`src/design/fcp_pkg.sv`:
```
package fcp_pkg;

   localparam int unsigned AddrWidth = 4;

   localparam logic [31:0] APPLICATION_BASE_RESET = 32'h0800_1000;
   localparam logic [31:0] LOADER_BASE_RESET      = 32'h0800_0000;
   localparam logic [31:0] WINDOW_BYTES_RESET     = 32'h0001_0000;

   typedef enum logic [2:0] {
      VERDICT_ACCEPTED       = 3'd0,
      VERDICT_NO_KEYWORD     = 3'd1,
      VERDICT_BAD_ADDRESS    = 3'd2,
      VERDICT_BAD_SIZE       = 3'd3,
      VERDICT_RANGE_REJECTED = 3'd4
   } verdict_type;

   typedef enum logic [1:0] {
      REG_APPLICATION_BASE = 2'd0,
      REG_LOADER_BASE      = 2'd1,
      REG_WINDOW_BYTES     = 2'd2
   } reg_index_type;

   typedef struct packed {
      logic [31:0] application_base;
      logic [31:0] loader_base;
      logic [31:0] window_bytes;
   } config_type;

   // finished command handed to the range stage; check marks one still to be range-checked
   typedef struct packed {
      logic        check;
      verdict_type kind;
      logic [31:0] start_address;
      logic [31:0] image_size;
   } outcome_type;

endpackage

```
`src/design/flash_command_parser.sv`:
```
// Parses a "FLASH <address> <size>" text command one character per transfer on the req
// channel and returns one verdict transfer on the rsp channel for the character marked
// end_of_command. A character is taken every clock; the input stalls only when a finished
// verdict is waiting behind a stalled rsp channel. After the last character is taken, the parsed
// command is registered, then the range check against the base and window registers is registered;
// a stalled rsp channel can hold the parsed command in between. Registers sit on the APB-style
// port at 0x0 (application base), 0x4 (loader base) and 0x8 (window bytes), zero wait state.
// The user must write them only while no command is in flight; the block does not enforce this.
module flash_command_parser (
   input  logic                           clock,
   input  logic                           reset,
   input  logic                           req_valid,
   output logic                           req_stall,
   input  logic [7:0]                     req_char_byte,
   input  logic                           req_end_of_command,
   output logic                           rsp_valid,
   input  logic                           rsp_stall,
   output logic [2:0]                     rsp_verdict,
   output logic [31:0]                    rsp_start_address,
   output logic [31:0]                    rsp_image_size,
   input  logic                           psel,
   input  logic                           penable,
   input  logic                           pwrite,
   input  logic [fcp_pkg::AddrWidth-1:0]  paddr,
   input  logic [31:0]                    pwdata,
   output logic [31:0]                    prdata,
   output logic                           pready
);
   import fcp_pkg::*;

   config_type  cfg;
   logic        outcome_valid;
   logic        outcome_take;
   outcome_type outcome;

   fcp_regs u_regs (
      .clock   (clock),
      .reset   (reset),
      .psel    (psel),
      .penable (penable),
      .pwrite  (pwrite),
      .paddr   (paddr),
      .pwdata  (pwdata),
      .prdata  (prdata),
      .pready  (pready),
      .cfg     (cfg)
   );

   fcp_parser u_parser (
      .clock              (clock),
      .reset              (reset),
      .req_valid          (req_valid),
      .req_stall          (req_stall),
      .req_char_byte      (req_char_byte),
      .req_end_of_command (req_end_of_command),
      .outcome_take       (outcome_take),
      .outcome_valid      (outcome_valid),
      .outcome            (outcome)
   );

   fcp_range u_range (
      .clock             (clock),
      .reset             (reset),
      .cfg               (cfg),
      .outcome_valid     (outcome_valid),
      .outcome           (outcome),
      .outcome_take      (outcome_take),
      .rsp_valid         (rsp_valid),
      .rsp_stall         (rsp_stall),
      .rsp_verdict       (rsp_verdict),
      .rsp_start_address (rsp_start_address),
      .rsp_image_size    (rsp_image_size)
   );

endmodule

```
`src/design/fcp_regs.sv`:
```
module fcp_regs (
   input  logic                           clock,
   input  logic                           reset,
   input  logic                           psel,
   input  logic                           penable,
   input  logic                           pwrite,
   input  logic [fcp_pkg::AddrWidth-1:0]  paddr,
   input  logic [31:0]                    pwdata,
   output logic [31:0]                    prdata,
   output logic                           pready,
   output fcp_pkg::config_type            cfg
);
   import fcp_pkg::*;

   config_type    cfg_ff;
   config_type    cfg_in;
   reg_index_type index;
   logic          write_en;

   assign index    = reg_index_type'(paddr[3:2]);
   assign write_en = psel & penable & pwrite;
   assign pready   = 1'b1;
   assign cfg      = cfg_ff;

   always_comb begin
      cfg_in = cfg_ff;
      if (write_en) begin
         unique case (index)
            REG_APPLICATION_BASE: cfg_in.application_base = pwdata;
            REG_LOADER_BASE:      cfg_in.loader_base      = pwdata;
            REG_WINDOW_BYTES:     cfg_in.window_bytes     = pwdata;
            default:              cfg_in                  = cfg_ff;
         endcase
      end
   end

   always_comb begin
      unique case (index)
         REG_APPLICATION_BASE: prdata = cfg_ff.application_base;
         REG_LOADER_BASE:      prdata = cfg_ff.loader_base;
         REG_WINDOW_BYTES:     prdata = cfg_ff.window_bytes;
         default:              prdata = 32'h0;
      endcase
   end

   always_ff @(posedge clock) begin
      if (reset) begin
         cfg_ff.application_base <= APPLICATION_BASE_RESET;
         cfg_ff.loader_base      <= LOADER_BASE_RESET;
         cfg_ff.window_bytes     <= WINDOW_BYTES_RESET;
      end else begin
         cfg_ff <= cfg_in;
      end
   end

endmodule

```
`src/design/fcp_parser.sv`:
```
module fcp_parser (
   input  logic                  clock,
   input  logic                  reset,
   input  logic                  req_valid,
   output logic                  req_stall,
   input  logic [7:0]            req_char_byte,
   input  logic                  req_end_of_command,
   input  logic                  outcome_take,
   output logic                  outcome_valid,
   output fcp_pkg::outcome_type  outcome
);
   import fcp_pkg::*;

   typedef enum logic [2:0] {
      PH_LEAD = 3'd0,
      PH_KEY  = 3'd1,
      PH_GAP1 = 3'd2,
      PH_NUM1 = 3'd3,
      PH_GAP2 = 3'd4,
      PH_NUM2 = 3'd5,
      PH_DONE = 3'd6
   } phase_type;

   typedef struct packed {
      phase_type   phase;
      logic [2:0]  key_pos;
      logic [31:0] number;
      logic        hex;
      logic [1:0]  digits;
      logic [31:0] saved;
      verdict_type kind;
      logic        check;
   } parse_type;

   typedef struct packed {
      logic      again;
      parse_type st;
   } pass_type;

   localparam int unsigned MaxPasses = 4;

   localparam logic [7:0] CharNul   = 8'h00;
   localparam logic [7:0] CharTab   = 8'h09;
   localparam logic [7:0] CharLf    = 8'h0A;
   localparam logic [7:0] CharCr    = 8'h0D;
   localparam logic [7:0] CharSpace = 8'h20;
   localparam logic [7:0] CharZero  = 8'h30;
   localparam logic [7:0] CharNine  = 8'h39;
   localparam logic [7:0] CharUpA   = 8'h41;
   localparam logic [7:0] CharUpF   = 8'h46;
   localparam logic [7:0] CharLowA  = 8'h61;
   localparam logic [7:0] CharLowF  = 8'h66;
   localparam logic [7:0] CharUpX   = 8'h58;
   localparam logic [7:0] CharLowX  = 8'h78;

   localparam parse_type ParseReset = '{
      phase:   PH_LEAD,
      key_pos: 3'd0,
      number:  32'h0,
      hex:     1'b0,
      digits:  2'd0,
      saved:   32'h0,
      kind:    VERDICT_ACCEPTED,
      check:   1'b0
   };

   function automatic logic [7:0] key_char(input logic [2:0] pos);
      logic [7:0] ch;
      unique case (pos)
         3'd0:    ch = 8'h46;   // F
         3'd1:    ch = 8'h4C;   // L
         3'd2:    ch = 8'h41;   // A
         3'd3:    ch = 8'h53;   // S
         3'd4:    ch = 8'h48;   // H
         default: ch = 8'h00;
      endcase
      return ch;
   endfunction

   // one pass over the current phase; again asks for the same character once more
   function automatic pass_type do_pass(input parse_type s, input logic [7:0] c,
                                        input logic [31:0] grown);
      pass_type    r;
      verdict_type fail;
      logic        blank;
      logic        term;
      logic        dec_digit;
      logic        hex_letter;
      logic        handled;
      r.st       = s;
      r.again    = 1'b0;
      blank      = (c == CharSpace) || (c == CharTab);
      term       = blank || (c == CharNul) || (c == CharCr) || (c == CharLf);
      dec_digit  = (c >= CharZero) && (c <= CharNine);
      hex_letter = ((c >= CharLowA) && (c <= CharLowF)) || ((c >= CharUpA) && (c <= CharUpF));
      fail       = (s.phase == PH_NUM1) ? VERDICT_BAD_ADDRESS : VERDICT_BAD_SIZE;
      handled    = 1'b0;
      unique case (s.phase)
         PH_LEAD: begin
            if (!blank) begin
               r.st.phase = PH_KEY;
               r.again    = 1'b1;
            end
         end
         PH_KEY: begin
            if ((s.key_pos <= 3'd4) && (c == key_char(s.key_pos))) begin
               r.st.key_pos = s.key_pos + 3'd1;
               if (s.key_pos == 3'd4) r.st.phase = PH_GAP1;
            end else begin
               r.st.kind  = VERDICT_NO_KEYWORD;
               r.st.phase = PH_DONE;
            end
         end
         PH_GAP1, PH_GAP2: begin
            if (!blank) begin
               r.st.phase  = (s.phase == PH_GAP1) ? PH_NUM1 : PH_NUM2;
               r.st.digits = 2'd0;
               r.st.hex    = 1'b0;
               r.st.number = 32'h0;
               r.again     = 1'b1;
            end
         end
         PH_NUM1, PH_NUM2: begin
            priority if (s.digits == 2'd0) begin
               if ((c == CharNul) || blank) begin
                  r.st.kind  = fail;
                  r.st.phase = PH_DONE;
                  handled    = 1'b1;
               end else if (c == CharZero) begin
                  r.st.number = 32'h0;
                  r.st.digits = 2'd1;
                  handled     = 1'b1;
               end
            end else if (s.digits == 2'd1) begin
               if ((c == CharLowX) || (c == CharUpX)) begin
                  r.st.hex    = 1'b1;
                  r.st.digits = 2'd2;
                  handled     = 1'b1;
               end
            end else if (s.digits == 2'd2) begin
               // prefix with nothing behind it
               if ((c == CharNul) || blank) begin
                  r.st.kind  = fail;
                  r.st.phase = PH_DONE;
                  handled    = 1'b1;
               end
            end else begin
               handled = 1'b0;
            end
            if (!handled) begin
               r.st.digits = 2'd3;
               if (term) begin
                  if (s.phase == PH_NUM1) begin
                     r.st.saved  = s.number;
                     r.st.number = 32'h0;
                     r.st.hex    = 1'b0;
                     r.st.digits = 2'd0;
                     r.st.phase  = PH_GAP2;
                     r.again     = 1'b1;
                  end else begin
                     // range check happens in the next stage
                     r.st.kind  = VERDICT_ACCEPTED;
                     r.st.check = 1'b1;
                     r.st.phase = PH_DONE;
                  end
               end else if (dec_digit || (hex_letter && s.hex)) begin
                  r.st.number = grown;
               end else begin
                  r.st.kind  = fail;
                  r.st.phase = PH_DONE;
               end
            end
         end
         default: r.again = 1'b0;
      endcase
      return r;
   endfunction

   function automatic parse_type feed(input parse_type s, input logic [7:0] c,
                                      input logic [31:0] grown);
      parse_type cur;
      pass_type  r;
      logic      go;
      cur = s;
      go  = 1'b1;
      for (int i = 0; i < MaxPasses; i++) begin
         if (go) begin
            r   = do_pass(cur, c, grown);
            cur = r.st;
            go  = r.again;
         end
      end
      return cur;
   endfunction

   parse_type   state_ff;
   parse_type   state_in;
   parse_type   after_char;
   parse_type   after_end;
   logic        outcome_valid_ff;
   logic        outcome_valid_in;
   outcome_type outcome_ff;
   outcome_type outcome_in;
   outcome_type outcome_new;
   logic        accept;
   logic        accept_last;
   logic [3:0]  digit;
   logic [31:0] grown;

   assign req_stall     = outcome_valid_ff & ~outcome_take;
   assign accept        = req_valid & ~req_stall;
   assign accept_last   = accept & req_end_of_command;
   assign outcome_valid = outcome_valid_ff;
   assign outcome       = outcome_ff;

   always_comb begin
      // a digit always lands on the number held in state_ff, so one multiply-add serves
      digit = (req_char_byte <= CharNine) ? req_char_byte[3:0] : req_char_byte[3:0] + 4'd9;
      grown = (state_ff.hex ? {state_ff.number[27:0], 4'h0}
                            : {state_ff.number[28:0], 3'b000} + {state_ff.number[30:0], 1'b0})
              + {28'h0, digit};

      after_char = feed(state_ff, req_char_byte, grown);
      // the end of a command behaves as a trailing zero byte
      after_end  = feed(after_char, CharNul, grown);

      outcome_new.check         = after_end.check;
      outcome_new.kind          = after_end.kind;
      outcome_new.start_address = (!after_end.check &&
                                   ((after_end.kind == VERDICT_NO_KEYWORD) ||
                                    (after_end.kind == VERDICT_BAD_ADDRESS)))
                                  ? 32'h0 : after_end.saved;
      outcome_new.image_size    = after_end.check ? after_end.number : 32'h0;

      if (accept) begin
         state_in = req_end_of_command ? ParseReset : after_char;
      end else begin
         state_in = state_ff;
      end
      outcome_in       = accept_last ? outcome_new : outcome_ff;
      outcome_valid_in = (outcome_valid_ff & ~outcome_take) | accept_last;
   end

   always_ff @(posedge clock) begin
      outcome_ff <= outcome_in;
      if (reset) begin
         state_ff         <= ParseReset;
         outcome_valid_ff <= 1'b0;
      end else begin
         state_ff         <= state_in;
         outcome_valid_ff <= outcome_valid_in;
      end
   end

`ifndef ASSERT_OFF
   a_restart_after_command: assert property (@(posedge clock) disable iff (reset)
      accept_last |=> (state_ff.phase == PH_LEAD) && !state_ff.check)
      else $error("parser did not restart after the last character");

   a_outcome_held: assert property (@(posedge clock) disable iff (reset)
      outcome_valid_ff && !outcome_take |=> outcome_valid_ff && $stable(outcome_ff))
      else $error("pending outcome lost or changed");

   a_key_position: assert property (@(posedge clock) disable iff (reset)
      state_ff.phase == PH_KEY |-> state_ff.key_pos <= 3'd4)
      else $error("keyword position out of range");
`endif

endmodule

```
`src/design/fcp_range.sv`:
```
module fcp_range (
   input  logic                  clock,
   input  logic                  reset,
   input  fcp_pkg::config_type   cfg,
   input  logic                  outcome_valid,
   input  fcp_pkg::outcome_type  outcome,
   output logic                  outcome_take,
   output logic                  rsp_valid,
   input  logic                  rsp_stall,
   output logic [2:0]            rsp_verdict,
   output logic [31:0]           rsp_start_address,
   output logic [31:0]           rsp_image_size
);
   import fcp_pkg::*;

   logic        rsp_valid_ff;
   logic        rsp_valid_in;
   verdict_type rsp_verdict_ff;
   verdict_type rsp_verdict_in;
   logic [31:0] rsp_start_address_ff;
   logic [31:0] rsp_start_address_in;
   logic [31:0] rsp_image_size_ff;
   logic [31:0] rsp_image_size_in;

   logic [31:0] offset;
   logic [31:0] range_end;
   logic [32:0] top_sum;
   logic        reject;
   verdict_type verdict;

   assign outcome_take = outcome_valid & (~rsp_valid_ff | ~rsp_stall);

   always_comb begin
      offset    = outcome.start_address - cfg.loader_base;
      range_end = offset + outcome.image_size;
      top_sum   = {1'b0, outcome.start_address} + {1'b0, outcome.image_size};
      reject    = (outcome.image_size == 32'h0)
                | (outcome.start_address[1:0] != 2'b00)
                | (outcome.start_address < cfg.application_base)
                | (outcome.start_address < cfg.loader_base)
                | (range_end > cfg.window_bytes)
                | top_sum[32];
      if (outcome.check) begin
         verdict = reject ? VERDICT_RANGE_REJECTED : VERDICT_ACCEPTED;
      end else begin
         verdict = outcome.kind;
      end

      rsp_valid_in = (rsp_valid_ff & rsp_stall) | outcome_take;
      if (outcome_take) begin
         rsp_verdict_in       = verdict;
         rsp_start_address_in = outcome.start_address;
         rsp_image_size_in    = outcome.image_size;
      end else begin
         rsp_verdict_in       = rsp_verdict_ff;
         rsp_start_address_in = rsp_start_address_ff;
         rsp_image_size_in    = rsp_image_size_ff;
      end
   end

   always_ff @(posedge clock) begin
      rsp_verdict_ff       <= rsp_verdict_in;
      rsp_start_address_ff <= rsp_start_address_in;
      rsp_image_size_ff    <= rsp_image_size_in;
      if (reset) begin
         rsp_valid_ff <= 1'b0;
      end else begin
         rsp_valid_ff <= rsp_valid_in;
      end
   end

   assign rsp_valid         = rsp_valid_ff;
   assign rsp_verdict       = rsp_verdict_ff;
   assign rsp_start_address = rsp_start_address_ff;
   assign rsp_image_size    = rsp_image_size_ff;

`ifndef ASSERT_OFF
   a_accepted_range_sane: assert property (@(posedge clock) disable iff (reset)
      rsp_valid_ff && (rsp_verdict_ff == VERDICT_ACCEPTED)
      |-> (rsp_image_size_ff != 32'h0) && (rsp_start_address_ff[1:0] == 2'b00))
      else $error("accepted range with zero size or misaligned start");

   a_no_keyword_clears: assert property (@(posedge clock) disable iff (reset)
      rsp_valid_ff && ((rsp_verdict_ff == VERDICT_NO_KEYWORD) ||
                       (rsp_verdict_ff == VERDICT_BAD_ADDRESS))
      |-> (rsp_start_address_ff == 32'h0) && (rsp_image_size_ff == 32'h0))
      else $error("address or size reported for a command without an address");

   a_bad_size_clears: assert property (@(posedge clock) disable iff (reset)
      rsp_valid_ff && (rsp_verdict_ff == VERDICT_BAD_SIZE) |-> rsp_image_size_ff == 32'h0)
      else $error("size reported for a command with a bad size");
`endif

endmodule

```
`config.mk`:
```
export PLATFORM = sky130hd
export DESIGN_NAME = flash_command_parser
export DESIGN_NICKNAME = d
export VERILOG_FILES = /design/src/design/fcp_pkg.sv /design/src/design/flash_command_parser.sv /design/src/design/fcp_regs.sv /design/src/design/fcp_parser.sv /design/src/design/fcp_range.sv
export SDC_FILE = /design/constraint.sdc
export NUM_CORES = 1
export LEC_CHECK = 0
export BUFFER_PORTS_ARGS = -buffer_cell sky130_fd_sc_hd__buf_2
export CAP_MARGIN = 40
export CORE_MARGIN = 2
export CORE_UTILIZATION = 40
export CTS_CLUSTER_DIAMETER = 60
export DETAILED_ROUTE_END_ITERATION = 12
export HOLD_SLACK_MARGIN = 0.1
export PLACE_DENSITY = 0.68
export SLEW_MARGIN = 20
export SYNTH_ARGS = -nofsm -noshare
export SYNTH_HDL_FRONTEND = slang
export SYNTH_SLANG_ARGS = --single-unit
```
`constraint.sdc`:
```
create_clock -name clock -period 7.75 [get_ports clock]
set_input_delay 1.1625 -clock clock [delete_from_list [all_inputs] [get_ports clock]]
set_output_delay 1.1625 -clock clock [all_outputs]
set_load 0.03 [all_outputs]
```
==> results of run 1 <==
registers in the layout (all words and copies together) (netlist names):
signal,flops
u_range.rsp_valid,1
u_parser.outcome,68
u_parser.state_ff,77
u_parser.outcome_valid,1
u_range.rsp_start_address,32
u_regs.cfg,96
u_range.rsp_image_size,32
u_range.rsp_verdict,3
cell type report:
type | count | area [µm²] | area share (%)
Inverter | 261 | 980 | 3.80
Timing Repair Buffer | 227 | 1520 | 5.88
Tap cell | 756 | 946 | 3.67
Clock buffer | 48 | 981 | 3.81
Sequential cell | 310 | 7560 | 29.3
Multi-Input combinational cell | 1984 | 13700 | 53.0
Clock inverter | 12 | 135 | 0.524
tightest hold or removal path: stages, from the launching register on:
cell and delay, ps:
dfxtp_1 320, nand2_1 50, a21oi_1 50
cell usage after synthesis, types with 9 or more instances:
library cell	n	area (µm²)
a21oi_2	26	228
buf_2	9	45.0
nand3_1	47	235
and2_1	22	138
xor2_1	28	245
o21a_1	30	225
o21ai_0	118	591
xnor2_1	54	473
o211ai_1	14	105
nor3_1	78	390
dfxtp_1	175	3500
or3_1	17	106
edfxtp_1	135	4050
o31ai_1	14	105
ha_1	209	2620
fa_1	33	661
clkbuf_1	109	409
a22oi_1	48	360
inv_1	258	968
or2_2	9	56.3
mux2i_1	63	631
nor2b_1	34	213
a21o_1	44	330
nor4_1	15	93.8
and3_1	35	219
a21oi_1	261	1310
nor2_1	192	721
a31oi_1	20	125
nand4_1	39	244
a211oi_1	19	143
nand2_1	328	1230
nand2b_1	26	163
o21bai_1	11	82.6
kinds of logic (layout without fill, tap and decap cells):
kind of cell               after synthesis  count (layout)  synth area share, %
AOI/OAI and AO/OA                      709             709                 20.4
other                                    1               1               0.0166
muxes                                   70              70                 3.14
buffers and inverters                  393             548                 6.73
adders and majority gates              242             242                 14.5
DFF                                    310             310                 33.5
and+or+nand+nor                        879             879                 18.4
xor gates and xnor gates                83              83                 3.25
final timing paths:
kind / depth (start not counted) / from / endpoint / slack [ps]
max: 33 / u_parser.state_ff[72] / u_parser.outcome[46] / 360
min reg2reg: 2 / u_regs.cfg[80] / u_regs.cfg[80] / 470
max reg2reg: 33 / u_parser.state_ff[72] / u_parser.outcome[46] / 360
min: 2 / u_regs.cfg[80] / u_regs.cfg[80] / 470
layer usage:
metal	vias to the layer above	GRT usage [%]
met3	113	2.22
met1	9295	27.6
met2	605	35.2
met4	0	6.91
li1	9757	-
met5	-	0
layout by cell type, fill, tap and decap left out, types with 8 or more instances in the layout:
cell type,synthesis,final
nor3_1,78,76
a31o_2,8,8
nand4_1,39,39
nand2_1,328,327
buf_2,9,150
xor2_1,28,28
nor2_1,192,188
or3_1,17,17
edfxtp_1,135,135
clkbuf_16,0,39
o211ai_1,14,14
buf_4,3,62
o31ai_1,14,14
nor2b_1,34,33
xnor2_1,54,53
and3_1,35,35
or2_2,9,9
dfxtp_1,175,173
nand2b_1,26,26
inv_1,258,257
a211oi_1,19,19
fa_1,33,33
and2_1,22,22
a21oi_2,26,27
a31oi_1,20,19
nand3_1,47,46
nor4_1,15,13
a21o_1,44,43
a21oi_1,261,259
o21ai_0,118,118
a22oi_1,48,48
o21a_1,30,30
o21bai_1,11,11
ha_1,209,205
mux2i_1,63,62
power breakdown:
part / total, µW / internal [µW] / switching (µW)
combinational: 661 / 257 / 404
clock: 1650 / 961 / 694
sequential: 1770 / 1730 / 33.9
stage by stage:
stage / power [µW] / TNS [ps] / instance area [µm²]
after floorplan: 2230 / 0 / 22600
after global placement: 2400 / 0 / 24200
after detailed placement: 2410 / -2760 / 24300
after CTS: 4050 / 0 / 25400
after global routing: 4240 / -169 / 25800
final: 4080 / 0 / 25800
what timing repair did:
| item | 4_1_cts | 5_1_grt |
|---|---|---|
| gates resized for setup | 0 | 23 |
| hold endpoints to repair | 0 | 0 |
| endpoints found under the setup margin | 0 | 32 |
| buffers inserted | 0 | 6 |
==> flow_metrics.py, run 1 <==
metrics = {
    "outcome": {
        "status": "finished, final reports clean",
    },
    "timing": {
        "max_slew_margin_pct": 44.3,
        "clock_skew_ps": 15.9,
        "tightest_slew_ps": 834,
        "period_needed_ps": 7390,
        "worst_slack_ps": 358,
        "finalSetupViolCount": 0,
        "hold_slack_ps": 470,
        "fmax_mhz": 135,
        "maxSlewViolCount": 0,
        "timing.final.crit_share_pct": 95.4,
        "hold_violations": 0,
    },
    "synth": {
        "netlist_instances": 2687,
        "ys_warn_count": 0,
        "synth_nets": 2981,
        "synthArstFlopShare_pct": 0,
        "avgSynthCellArea_um2": 8.40,
        "ys_ff_latch": 310,
        "seq_area_frac_synth_pct": 33.5,
        "synth_cell_types": 97,
        "syn_area_mm2": 0.0226,
        "synth_edf_count": 135,
        "synth_ff_type": "dfxtp_1",
    },
    "clock_network": {
        "postCtsHoldBufs": 0,
        "cts_num_sinks": 310,
        "cts_tree": "done",
        "h-tree-depth": 2,
        "cts_buffers": 34,
        "clk_pin_slew_ps": 60,
        "insertion_delay_ps": 540,
        "cts-root-buf": "clkbuf_16",
        "clockBufferDepth": 3,
    },
    "worst_hold_path": {
        "hold_class": "reg -> reg",
    },
    "finish": {
        "syn_to_final_growth_pct": 14.2,
        "diodes": 0,
        "finalNetCount": 3112,
        "instances_no_fill": 3598,
        "nFillCells": 5321,
        "fin_util_pct": 46.0,
        "drive_above_1_share_pct": 13.5,
    },
    "place": {
        "place_inst": 3522,
        "pre_cts_ws_ps": -111,
        "gp_congestion": 0.894,
        "hpwlAfterDp_um": 46900,
        "numPortBuffers": 150,
    },
    "detailed_routing": {
        "dr_wl_met3_um": 3240,
        "routed-wl-met2_um": 30200,
        "num_vias": 19800,
        "first_pass_iters": 6,
        "initialDrtViolationCount": 1278,
        "drt-total-wl_um": 63500,
        "drtAntennaViolNets": 0,
        "wl_per_cell_um": 17.6,
        "viasPerCell": 5.49,
        "drc": 0,
        "top_layer_used": "met4",
        "drt-met1-wl_um": 28100,
    },
    "worst_setup_path": {
        "worst_path_dominant_cell_family": "simple AND/OR/NAND/NOR gates",
        "cpMostUsedCell": "ha_1",
        "cp_slowest_cell": "a2111o_1",
        "crit_buf_inv": 6,
        "max_stage_delay_ps": 460,
        "worstPathMaxFanout": 16,
        "cp.arrival_ps": 7780,
        "endpoint_kind": "flip-flop",
        "crit_type": "reg -> reg",
        "required_ps": 8140,
        "worstSetupStartpointType": "flip-flop",
    },
    "global_route": {
        "track_usage_pct": 20.8,
        "grt_max_degree": 78,
        "grt_pass1_wl_um": 100000,
        "grt_overflow_total": 0,
        "antenna_found_initial": 0,
        "grt_pass1_vias": 18500,
    },
    "run": {
        "max-cap-violations": 0,
    },
    "pwr": {
        "powerDensity_mw_per_mm2": 158,
        "p_leak_uw": 0.0102,
        "peakVddDrop_mv": 0.124,
    },
    "floorplanning": {
        "rows": 87,
        "die_h_um": 242,
        "die_area_mm2": 0.0583,
        "core_area_mm2": 0.0561,
        "io_pins": 154,
        "initial_utilization_pct": 40.3,
        "die_w_um": 242,
    },
}
Note: power is estimated with default switching activity, not from simulation.
==> run 2: changes to the inputs <==
Settings changed: CELL_PAD_IN_SITES_DETAIL_PLACEMENT set to 1, CELL_PAD_IN_SITES_GLOBAL_PLACEMENT set to 2, CORE_UTILIZATION 40 to 34, PLACE_DENSITY 0.68 to 0.86, SLEW_MARGIN 20 to not set.
==> run 2 against run 1 <==
  * Sequential share of layout area fell by 0.45 points
  * Largest power group is now the clock network
  * Clock skew rose by 5.3 ps
  * Count of clock-buffer cells in the layout rose by 8
  * Power rose by 7.8%
  * Final cell count rose by 3.6%
==> flow_metrics.py, run 2 (same netlist as run 1, synthesis figures left out) <==
metrics = {
    "worst_setup_path": {
        "r2r_cells": 36,
        "cp_slowest_cell": "a2111o_1",
        "r2r-start": "u_parser.state_ff[71]",
        "worstPathMaxFanout": 16,
        "max_stage_delay_ps": 420,
        "crit_type": "reg -> reg",
        "required_ps": 8160,
        "reg2reg_slack_ps": 330,
        "cpMostUsedCell": "buf_4",
        "worstSetupStartpointType": "flip-flop",
        "r2r-end": "u_parser.outcome[33]",
        "cp.arrival_ps": 7830,
        "endpoint_kind": "flip-flop",
    },
    "pwr": {
        "powerDensity_mw_per_mm2": 168,
        "peakVddDrop_mv": 0.123,
        "p_leak_uw": 0.0104,
    },
    "timing": {
        "period_needed_ps": 7420,
        "finalSetupViolCount": 0,
        "fmax_mhz": 135,
        "tightest_slew_ps": 949,
        "worst_slack_ps": 330,
        "max_slew_margin_pct": 35.9,
        "hold_violations": 0,
        "clock_skew_ps": 21.2,
        "maxSlewViolCount": 0,
        "timing.final.crit_share_pct": 95.7,
    },
    "finish": {
        "syn_to_final_growth_pct": 16.0,
        "final_common_cell": "nand2_1",
        "drive_above_1_share_pct": 14.3,
        "final_cell_mix": "nand2_1 (325), a21oi_1 (259), inv_1 (255)",
        "finalNetCount": 3126,
        "final_area_mm2": 0.0262,
        "diodes": 0,
        "largest_reg_flops": 96,
    },
    "place": {
        "gp_congestion": 0.904,
        "place_area_mm2": 0.0246,
        "pre_cts_ws_ps": -150,
        "numPortBuffers": 150,
        "hpwlAfterDp_um": 58400,
    },
    "clock_network": {
        "clockBufferDepth": 3,
        "h-tree-depth": 2,
        "cts_tree": "done",
        "cts-root-buf": "clkbuf_16",
        "cts_num_sinks": 310,
        "cts_buffers": 41,
        "insertion_delay_ps": 570,
        "clk_pin_slew_ps": 60,
    },
    "worst_hold_path": {
        "worstHoldStart": "u_regs.cfg[27]",
        "holdPathEnd": "u_regs.cfg[27]",
        "hold_class": "reg -> reg",
        "holdPathStages": 2,
    },
    "floorplanning": {
        "rows": 94,
        "core_area_mm2": 0.0657,
        "die_area_mm2": 0.0685,
        "initial_utilization_pct": 34.3,
        "io_pins": 154,
        "die_w_um": 262,
        "die_h_um": 262,
    },
    "detailed_routing": {
        "num_vias": 20600,
        "drt-total-wl_um": 78100,
        "wl_per_cell_um": 20.9,
        "first_pass_iters": 7,
        "drtAntennaViolNets": 0,
        "viasPerCell": 5.52,
        "drc": 0,
        "initialDrtViolationCount": 1122,
    },
    "run": {
        "max-cap-violations": 0,
    },
    "global_route": {
        "track_usage_pct": 22.1,
        "antenna_found_initial": 0,
        "grt_overflow_total": 0,
        "grt_max_degree": 76,
        "grt_pass1_wl_um": 120000,
        "grt_pass1_vias": 21400,
    },
    "outcome": {
        "status": "finished, final reports clean",
    },
}
## run 2: worst max path at each step
stage,to,slack (ps),start,cells past startpoint
final,u_parser.outcome[33],330,u_parser.state_ff[71],36
after global routing,u_parser.outcome[33],-50,u_parser.state_ff[71],36
after CTS,u_parser.outcome[61],280,u_parser.state_ff[72],33
after detailed placement,u_parser.outcome[61],-150,req_char_byte[0],32
after global placement,u_parser.outcome[61],70,req_char_byte[0],32
after floorplan,u_parser.outcome[62],30,req_char_byte[5],33
## run 2: stage by stage
stage               TNS [ps]  std cells  hold WS, ps  util, %  total power (µW)
floorplan                  0       2687          449        -              2230
global placement           0       3637          459     37.2              2420
detailed placement     -3980       3644          468     37.4              2460
CTS                        0       3720          476     39.5              4430
global route            -489       3729          495     39.8              4580
finish                     0       3729          473     39.8              4400
## run 2: final cells by class
cell class                      count  area [µm²]
Fill cell                        7814       39600
Multi-Input combinational cell   1984       13700
Sequential cell                   310        7560
Timing Repair Buffer              234        1510
Clock buffer                       56        1140
Tap cell                          864        1080
Inverter                          261         980
Clock inverter                     20         240
## run 2: worst max-delay path, delay by kind of cell (launching register included)
kind,cells,cell delay (ps)
buf+inv,7,1180
mux,2,470
compound gates,9,1840
flops,1,360
simple gates,12,2160
xor+xnor,2,290
fa+ha+maj,4,930
## run 2: where the power goes
group          internal, µW  switching, µW
Combinational           247            417
Sequential             1730           37.4
Clock                  1180            782
Total                  3170           1240
## run 2: repair_timing
item                       CTS  global route
hold buffers                 0             0
setup endpoints to repair    0            33
setup buffers                0             8
resized for setup            0            28
## run 2: routing by layer
| metal | wire, µm | track usage (%) | vias up |
|---|---|---|---|
| met2 | 39000 | 39.5 | 391 |
| met4 | 1550 | 5.15 | 0 |
| met5 | 0 | 0 | - |
| met3 | 2900 | 2.40 | 93 |
| li1 | - | - | 9791 |
| met1 | 34600 | 28.6 | 10300 |
==> run 3: changes to the inputs <==
Settings changed: MAX_ROUTING_LAYER set to met4, SETUP_SLACK_MARGIN set to 0.3.
==> run 3 against run 2 <==
  * Die area is the same
  * Count of clock-buffer cells in the layout shrank 5
  * Routed wire length shrank 0.42%
  * Power shrank 4.1%
  * Sequential cell count is the same
  * Largest cell class unchanged
==> flow_metrics.py, run 3 (same netlist as run 1, synthesis figures left out) <==
metrics = {
    "timing": {
        "hold_violations": 0,
        "worst_slack_ps": 717,
        "tns_ps": 0,
        "finalSetupViolCount": 0,
        "period_needed_ps": 7030,
        "timing.final.crit_share_pct": 90.7,
        "max_slew_margin_pct": 36.3,
        "fmax_mhz": 142,
        "maxSlewViolCount": 0,
        "clock_skew_ps": 29.8,
        "rsz0062_at_grt": "false",
        "tightest_slew_ps": 943,
    },
    "worst_setup_path": {
        "endpoint_kind": "flip-flop",
        "crit_type": "reg -> reg",
        "cpMostUsedCell": "a21oi_2",
        "max_stage_delay_ps": 440,
        "cp.arrival_ps": 7430,
        "reg2reg_slack_ps": 720,
        "worstSetupStartpointType": "flip-flop",
        "required_ps": 8150,
        "worstPathMaxFanout": 15,
        "cp_slowest_cell": "a2111o_1",
    },
    "global_route": {
        "grt_overflow_total": 0,
        "grt_pass1_vias": 21500,
        "grt_pass1_wl_um": 121000,
        "grt_max_degree": 76,
        "antenna_found_initial": 0,
        "track_usage_pct": 23.0,
    },
    "pwr": {
        "power_uw": 4220,
        "p_leak_uw": 0.0103,
        "peakVddDrop_mv": 0.130,
        "powerDensity_mw_per_mm2": 162,
    },
    "detailed_routing": {
        "num_vias": 20600,
        "drc": 0,
        "drt-total-wl_um": 77700,
        "initialDrtViolationCount": 1240,
        "first_pass_iters": 6,
        "drtAntennaViolNets": 0,
        "wl_per_cell_um": 20.9,
        "viasPerCell": 5.53,
    },
    "finish": {
        "final_area_mm2": 0.0260,
        "final_cell_mix": "nand2_1 (324), a21oi_1 (259), inv_1 (256)",
        "finalNetCount": 3123,
        "largest_reg_flops": 96,
        "syn_to_final_growth_pct": 15.4,
        "final_common_cell": "nand2_1",
        "diodes": 0,
        "fin_util_pct": 39.6,
        "drive_above_1_share_pct": 13.9,
        "nFillCells": 7761,
    },
    "clock_network": {
        "clockBufferDepth": 3,
        "postCtsHoldBufs": 0,
        "clk_pin_slew_ps": 60,
        "cts-root-buf": "clkbuf_16",
        "h-tree-depth": 2,
        "cts_buffers": 39,
        "insertion_delay_ps": 570,
        "cts_num_sinks": 310,
        "cts_tree": "done",
    },
    "place": {
        "numPortBuffers": 150,
        "hpwlAfterDp_um": 58200,
        "gp_congestion": 0.885,
        "place_area_mm2": 0.0247,
        "pre_cts_ws_ps": -166,
    },
    "floorplanning": {
        "die_h_um": 262,
        "rows": 94,
        "io_pins": 154,
        "core_area_mm2": 0.0657,
        "die_w_um": 262,
        "die_area_mm2": 0.0685,
        "initial_utilization_pct": 34.3,
    },
    "worst_hold_path": {
        "hold_class": "reg -> reg",
    },
    "run": {
        "max-cap-violations": 0,
    },
    "outcome": {
        "status": "finished, final reports clean",
    },
}
-- run 3: cell types whose count changed in the layout (fill, tap and decap cells not counted), sizes merged --
| cell | previous run | this run |
|---|---|---|
| clkbuf | 57 | 52 |
| clkinv | 8 | 14 |
| bufinv | 4 | 2 |
| buf | 233 | 232 |
| inv | 267 | 262 |
-- run 3: repair_timing --
action	4_1_cts	5_1_grt
endpoints found under the setup margin	30	32
pin swaps	1	8
resized for setup	2	20
gates cloned	0	1
hold endpoints to repair	0	0
buffers inserted	2	4
-- run 3: power by group --
group          total, µW  switching [µW]  internal (µW)
Combinational        665             418            248
Clock               1790             747           1040
Sequential          1770            37.2           1730
Total               4220            1200           3020
-- run 3: per-layer routing --
layer	vias up	routed length (µm)	GRT usage [%]
met5	-	0	-
met4	0	2090	6.33
met3	111	2850	2.32
met2	441	38500	39.9
met1	10200	34300	28.5
li1	9777	-	-
-- run 3: critical path, delay by kind of cell, from the launching register on --
kind | cells | cell delay [ps]
AO/OA/AOI/OAI | 9 | 1790
AND/OR/NAND/NOR | 13 | 2030
multiplexers | 3 | 850
flip-flops | 1 | 370
buffers and inverters | 7 | 950
adder cells (fa/ha/maj) | 4 | 850
-- run 3: metrics by stage --
step | instances | hold slack [ps]
6_report | 3722 | 473
5_1_grt | 3722 | 502
4_1_cts | 3717 | 472
3_5_place_dp | 3645 | 464
3_3_place_gp | 3637 | 457
2_1_floorplan | 2687 | 449
-- run 3: worst paths after layout --
path,cells past startpoint,end,start
worst max register to register,36,u_parser.outcome[47],u_parser.state_ff[71]
worst min-delay path,2,u_regs.cfg[67],u_regs.cfg[67]
worst max-delay path,36,u_parser.outcome[47],u_parser.state_ff[71]
worst min register to register,2,u_regs.cfg[67],u_regs.cfg[67]
-- run 3: final cells by class --
type                            instances  area [µm²]  area share (%)
Multi-Input combinational cell       1984       13700            52.5
Sequential cell                       310        7560            29.0
Clock buffer                           51        1060            4.08
Inverter                              261         980            3.76
Tap cell                              864        1080            4.15
Clock inverter                         19         170           0.653
Timing Repair Buffer                  233        1530            5.86
